[src/mwlfo_pkg.sv]
// shared types and constants of the multi-wave lfo
package mwlfo_pkg;

  localparam int unsigned PhaseW = 32;
  localparam int unsigned LenW   = 9;
  localparam int unsigned SampW  = 16;

  localparam logic [PhaseW-1:0] RngSeed   = 32'd2463534242;
  localparam logic [PhaseW-1:0] PhaseHalf = 32'h8000_0000;
  localparam logic [SampW-1:0]  SampMax   = 16'h7fff;
  localparam logic [SampW-1:0]  SampMin   = 16'h8000;

  typedef enum logic [0:0] {
    CfgPhaseInc  = 1'b0,
    CfgNoteTrig  = 1'b1
  } cfg_idx_e;

  typedef enum logic [0:0] {
    KindRender = 1'b0,
    KindNoteOn = 1'b1
  } item_kind_e;

  // control from the pipeline to the state block
  typedef struct packed {
    logic             fire;
    item_kind_e       kind;
    logic [LenW-1:0]  len;
  } step_t;

  typedef struct packed {
    logic signed [SampW-1:0] triangle;
    logic signed [SampW-1:0] saw;
    logic signed [SampW-1:0] rev_saw;
    logic signed [SampW-1:0] square;
  } waves_t;

  // one xorshift32 step
  function automatic logic [PhaseW-1:0] xorshift32(input logic [PhaseW-1:0] x_in);
    logic [PhaseW-1:0] x;
    x = x_in;
    x = x ^ (x << 13);
    x = x ^ (x >> 17);
    x = x ^ (x << 5);
    return x;
  endfunction

endpackage

[src/mwlfo_wave.sv]
// waveform shaping from the current phase
module mwlfo_wave (
  input  logic [mwlfo_pkg::PhaseW-1:0] phase_i,
  output mwlfo_pkg::waves_t            waves_o
);
  import mwlfo_pkg::*;

  logic [PhaseW-1:0] span;

  always_comb begin
    span = (phase_i >= PhaseHalf) ? (phase_i - PhaseHalf) : (PhaseHalf - phase_i);

    // distance of a full half cycle only at phase zero
    if (span[31]) begin
      waves_o.triangle = SampMax;
    end else begin
      waves_o.triangle = {~span[30], span[29:15]};
    end

    waves_o.saw = {~phase_i[31], phase_i[30:16]};

    if (phase_i[31:16] == '0) begin
      waves_o.rev_saw = SampMax;
    end else begin
      waves_o.rev_saw = SampMin - phase_i[31:16];
    end

    waves_o.square = (phase_i > PhaseHalf) ? SampMin : SampMax;
  end

endmodule

[src/mwlfo_state.sv]
// phase accumulator, last phase and sample-and-hold state
module mwlfo_state (
  input  logic                          clk_i,
  input  logic                          rst_ni,
  input  mwlfo_pkg::step_t              step_i,
  input  logic [mwlfo_pkg::PhaseW-1:0]  phase_inc_i,
  input  logic                          note_trig_i,
  output logic [mwlfo_pkg::PhaseW-1:0]  phase_o,
  output logic [mwlfo_pkg::SampW-1:0]   hold_o
);
  import mwlfo_pkg::*;

  logic [PhaseW-1:0] phase_q, phase_d;
  logic [PhaseW-1:0] last_q, last_d;
  logic [SampW-1:0]  held_q, held_d;
  logic [PhaseW-1:0] rng_q, rng_d;
  logic [PhaseW-1:0] rng_next;
  logic [PhaseW-1:0] advance;
  logic              wrapped;

  always_comb begin
    rng_next = xorshift32(rng_q);
    advance  = phase_inc_i * {{(PhaseW-LenW){1'b0}}, step_i.len};
    wrapped  = phase_q < last_q;

    phase_d = phase_q;
    last_d  = last_q;
    held_d  = held_q;
    rng_d   = rng_q;

    if (step_i.fire) begin
      if (step_i.kind == KindNoteOn) begin
        if (note_trig_i) begin
          phase_d = '0;
        end
      end else begin
        if (wrapped) begin
          rng_d  = rng_next;
          held_d = {~rng_next[31], rng_next[30:16]};
        end
        last_d  = phase_q;
        phase_d = phase_q + advance;
      end
    end
  end

  assign phase_o = phase_q;
  assign hold_o  = held_d;

  always_ff @(posedge clk_i or negedge rst_ni) begin
    if (!rst_ni) begin
      phase_q <= '0;
      last_q  <= '0;
      held_q  <= '0;
      rng_q   <= RngSeed;
    end else begin
      phase_q <= phase_d;
      last_q  <= last_d;
      held_q  <= held_d;
      rng_q   <= rng_d;
    end
  end

endmodule

[src/multi_wave_lfo_top.sv]
// top level of the multi-wave lfo: input register, shaping logic, result register
// One item enters an input register; when it moves on, the shaping logic turns the
// current phase into the four waveforms, the sample-and-hold and phase state are
// updated, and the result lands in an output register. Items are taken one per
// cycle: the input register moves on whenever the output register is empty or is
// being emptied. A stalled result holds a render item waiting in the input register,
// and that stalls the input until the result is taken. A result is registered as
// its item leaves the input register. A render item (kind 0) gives one result;
// a note-on item (kind 1) gives none and only clears the phase in note trigger
// mode. Configuration writes are taken at any cycle and should be made while idle.
module multi_wave_lfo_top (
  input  logic                                clk_i,
  input  logic                                rst_ni,
  // configuration write port
  input  logic                                cfg_we_i,
  input  logic [0:0]                          cfg_index_i,
  input  logic [mwlfo_pkg::PhaseW-1:0]        cfg_data_i,
  // item input
  input  logic                                in_valid_i,
  output logic                                in_stall_o,
  input  logic                                kind_i,
  input  logic [mwlfo_pkg::LenW-1:0]          block_len_i,
  // result output
  output logic                                out_valid_o,
  input  logic                                out_stall_i,
  output logic signed [mwlfo_pkg::SampW-1:0]  triangle_out_o,
  output logic signed [mwlfo_pkg::SampW-1:0]  saw_out_o,
  output logic signed [mwlfo_pkg::SampW-1:0]  reverse_saw_out_o,
  output logic signed [mwlfo_pkg::SampW-1:0]  square_out_o,
  output logic signed [mwlfo_pkg::SampW-1:0]  hold_out_o
);
  import mwlfo_pkg::*;

  // configuration registers
  logic [PhaseW-1:0] phase_inc_q;
  logic              note_trig_q;

  // input register
  logic              s1_valid_q;
  item_kind_e        s1_kind_q;
  logic [LenW-1:0]   s1_len_q;

  // output register
  logic              out_valid_q;
  waves_t            waves_q;
  logic [SampW-1:0]  hold_q;

  logic              out_free;
  logic              s1_move;
  logic              in_take;
  step_t             step;
  waves_t            waves;
  logic [PhaseW-1:0] phase;
  logic [SampW-1:0]  hold_val;

  always_ff @(posedge clk_i or negedge rst_ni) begin
    if (!rst_ni) begin
      phase_inc_q <= '0;
      note_trig_q <= 1'b0;
    end else if (cfg_we_i) begin
      case (cfg_index_i)
        CfgPhaseInc: phase_inc_q <= cfg_data_i;
        CfgNoteTrig: note_trig_q <= cfg_data_i[0];
        default: ;
      endcase
    end
  end

  // output slot can take a new result this cycle
  assign out_free = !out_valid_q || !out_stall_i;

  // a note-on never needs the output slot
  assign s1_move = s1_valid_q && ((s1_kind_q == KindNoteOn) || out_free);

  assign in_stall_o = s1_valid_q && !s1_move;
  assign in_take    = in_valid_i && !in_stall_o;

  always_ff @(posedge clk_i or negedge rst_ni) begin
    if (!rst_ni) begin
      s1_valid_q <= 1'b0;
    end else if (in_take) begin
      s1_valid_q <= 1'b1;
    end else if (s1_move) begin
      s1_valid_q <= 1'b0;
    end
  end

  always_ff @(posedge clk_i) begin
    if (in_take) begin
      s1_kind_q <= item_kind_e'(kind_i);
      s1_len_q  <= block_len_i;
    end
  end

  assign step.fire = s1_move;
  assign step.kind = s1_kind_q;
  assign step.len  = s1_len_q;

  mwlfo_state u_state (
    .clk_i       (clk_i),
    .rst_ni      (rst_ni),
    .step_i      (step),
    .phase_inc_i (phase_inc_q),
    .note_trig_i (note_trig_q),
    .phase_o     (phase),
    .hold_o      (hold_val)
  );

  // waveforms come from the phase before this item's advance
  mwlfo_wave u_wave (
    .phase_i (phase),
    .waves_o (waves)
  );

  // result register: loaded by a render, emptied when taken downstream
  always_ff @(posedge clk_i or negedge rst_ni) begin
    if (!rst_ni) begin
      out_valid_q <= 1'b0;
    end else if (s1_move && (s1_kind_q == KindRender)) begin
      out_valid_q <= 1'b1;
    end else if (!out_stall_i) begin
      out_valid_q <= 1'b0;
    end
  end

  always_ff @(posedge clk_i) begin
    if (s1_move && (s1_kind_q == KindRender)) begin
      waves_q <= waves;
      hold_q  <= hold_val;
    end
  end

  assign out_valid_o       = out_valid_q;
  assign triangle_out_o    = waves_q.triangle;
  assign saw_out_o         = waves_q.saw;
  assign reverse_saw_out_o = waves_q.rev_saw;
  assign square_out_o      = waves_q.square;
  assign hold_out_o        = hold_q;

endmodule
[config.mk]
export PLATFORM = sky130hd
export DESIGN_NAME = multi_wave_lfo_top
export DESIGN_NICKNAME = d
export VERILOG_FILES = /design/src/mwlfo_pkg.sv /design/src/mwlfo_wave.sv /design/src/mwlfo_state.sv /design/src/multi_wave_lfo_top.sv
export SDC_FILE = /design/constraint.sdc
export NUM_CORES = 1
export LEC_CHECK = 0
export ABC_CLOCK_PERIOD_IN_PS = 16800
export BUFFER_PORTS_ARGS = -buffer_cell sky130_fd_sc_hd__buf_2
export CAP_MARGIN = 5
export CORE_MARGIN = 4
export CORE_UTILIZATION = 30
export DETAILED_ROUTE_END_ITERATION = 8
export SLEW_MARGIN = 25
export SYNTH_ARGS = -nofsm -noshare
export SYNTH_HDL_FRONTEND = slang
export SYNTH_SLANG_ARGS = --single-unit
[constraint.sdc]
create_clock -name clk_i -period 16.8 [get_ports clk_i]
set_input_delay 3.36 -clock clk_i [delete_from_list [all_inputs] [get_ports clk_i]]
set_output_delay 3.36 -clock clk_i [all_outputs]
set_load 0.01 [all_outputs]
==> results.toml <==
[sta]
setup_viol = 0
hold-worst-slack_ns = 0.486
tightest_slew_ns = 1.03
fin_setup_tns_ns = 0
min_period_ns = 7.12
setup_slack_ns = 9.68
hold_violations = 0
rsz0062_at_grt = "no"
fin_crit_sh_pct = 42.4
slew_headroom_pct = 31.1
fmax_ghz = 0.140
fin_skew_ns = 0.0195
final_max_slew_viol_count = 0

[floorplanning]
die_w_um = 254
fp.dieArea_um2 = 64600
initial_core_util_pct = 30.2
coreArea_um2 = 60200
ios = 130
rows = 90
fp.dieH_um = 254

[yosys]
synth_fp_nets = 2121
syn_inst = 1788
synth_edf_count = 76
ys_ff_latch = 223
yosysWarnings = 0
netlist_top_cells_area = "fa_1 (23%), dfrtp_1 (18%), edfxtp_1 (13%)"
synth_top_area_share_pct = 22.7
syn_area_um2 = 18200
async_reset_ff_share_pct = 65.9
yosysUniqueCellTypes = 60
netlist.top_cell.by_area = "fa_1"
synth_top_flop_cell = "dfrtp_1"
avgSynthCellArea_um2 = 10.2
yosysSeqAreaShare_pct = 32.9

[clocking]
cts_hold_buf = 0
clk_pin_slew_ns = 0.06
cts_tree = "built"
cts-root-buf = "clkbuf_16"
post_cts_buffers = 0
cts_resized = 0
cts_sinks = 223
clk_path_buf_depth = 3
cts-htree-levels = 1
cts_made_buffers = 26
clock_latency_ns = 0.56

[placed_design]
dp_slack_ns = 9.66
portBuffers = 129
gp_routability_congestion = 0.859
dp_hpwl_um = 31300

[final_layout]
layout_common_cells = "inv_1 (265), nand2_1 (211), fa_1 (206)"
multi_input_area_um2 = 10800
seqCellArea_um2 = 5980
finalNetCount = 2183
mostFrequentLayoutCell = "inv_1"
drive_above_1_share_pct = 14.7
fin_util_pct = 33.9
diodes = 0
num-fill-cells = 6050
area_delta_synth_final_pct = 12.2

[global_route]
grt_pass1_vias = 12700
grt_max_degree = 93
grt-ovfl-total = 0
grt_pass1_wl_um = 68200
grt_use_total_pct = 12.9
antenna_found_initial = 0

[setup_path]
critPathMaxFanout = 3
rrSetupSlack_ns = 10.49
arrival_ns = 3.76
cp-end-kind = "output port"
critPathLaunchType = "primary input"
cp_data_required_time_ns = 13.44
crit_type = "in -> out"
rr_endpoint = "u_state.phase_o[29]"
worst-r2r-cell-count = 18
r2r-start = "s1_len_q[8]"

[hold_path]
hold_end = "u_state.rng_q[21]"
hold_path_depth = 1
hold_path_class = "reg -> reg"
worstHoldStart = "u_state.rng_q[21]"

[detailed_routing]
drtIter0Drc = 529
antenna_left = 0
routed_wl_um = 41200
firstDrtPassIters = 5
vias_per_cell = 4.56
wl_per_cell_um = 15.5
drc = 0
routed-via-count = 12100

[run]
drv_cap = 0

[status]
status = "completed"
-- metal layers --
| metal | global-route usage (%) | share of wire [%] |
|---|---|---|
| met5 | 0 | 0 |
| met1 | 18.5 | 48 |
| met4 | 2.49 | 2.0 |
| met2 | 21.4 | 46 |
| met3 | 1.62 | 3.9 |
-- cell usage after synthesis, types with 8 or more instances --
master	n
and2_1	149
buf_4	14
a21oi_1	46
edfxtp_1	76
inv_1	265
mux2_2	57
nor3_1	26
ha_1	79
xor2_1	67
xnor2_1	72
a31oi_1	8
o31ai_1	9
dfstp_2	14
o21a_1	11
clkbuf_1	77
buf_1	11
a21o_1	18
nand2_1	211
nor2_1	42
dfrtp_1	133
o21ai_0	98
fa_1	206
nand2b_1	11
-- registers in the layout, summed over array words and instances (netlist names) --
| name | cells |
|---|---|
| hold_out_o | 16 |
| u_state.held_q | 16 |
| u_state.rng_q | 32 |
| saw_out_o | 16 |
| u_state.phase_o | 32 |
| square_out_o | 2 |
| triangle_out_o | 16 |
| phase_inc_q | 32 |
| out_valid_o | 1 |
| s1_valid_q | 1 |
| note_trig_q | 1 |
| s1_len_q | 9 |
| s1_kind_q | 1 |
| reverse_saw_out_o | 16 |
| u_state.last_q | 32 |
-- worst max-delay path: stages --
cell,delay (ns)
buf_2,0.10
nand3_1,0.12
inv_1,0.05
buf_2,0.13
-- cell families (layout without fill, tap and decap cells) --
logic type	count (synthesis)	after routing	synth area share [%]
AOI/OAI and AO/OA	221	221	7.24
adders and majority gates	285	285	28.1
buffers and inverters	372	454	8.06
and+or+nand+nor	489	489	13.4
muxes	59	59	3.64
DFF	223	223	32.9
xor gates and xnor gates	139	139	6.69
-- stage by stage --
step	std cells	instance area, µm²
finish	2652	20400
detailed placement	2603	19500
floorplan	1788	18200
CTS	2651	20400
global route	2652	20400
global placement	2601	19400
-- final cells by class --
type	count	area share [%]
Clock buffer	30	3.41
Clock inverter	18	1.15
Inverter	266	4.91
Multi-Input combinational cell	1193	52.7
Sequential cell	223	29.3
Tap cell	782	4.80
Timing Repair Buffer	140	3.73
-- worst max-delay path by stage --
stage	end	startpoint	depth (start not counted)	slack, ns
after floorplan	in_stall_o	out_stall_i	2	9.89
after global placement	in_stall_o	out_stall_i	4	9.65
after detailed placement	in_stall_o	out_stall_i	4	9.66
after CTS	in_stall_o	out_stall_i	4	9.66
after global routing	in_stall_o	out_stall_i	4	9.61
final	in_stall_o	out_stall_i	4	9.68
Power is left out: the tool's default activity adds up to more than one toggle a clock period on the data nets, which glitch-free logic cannot reach.
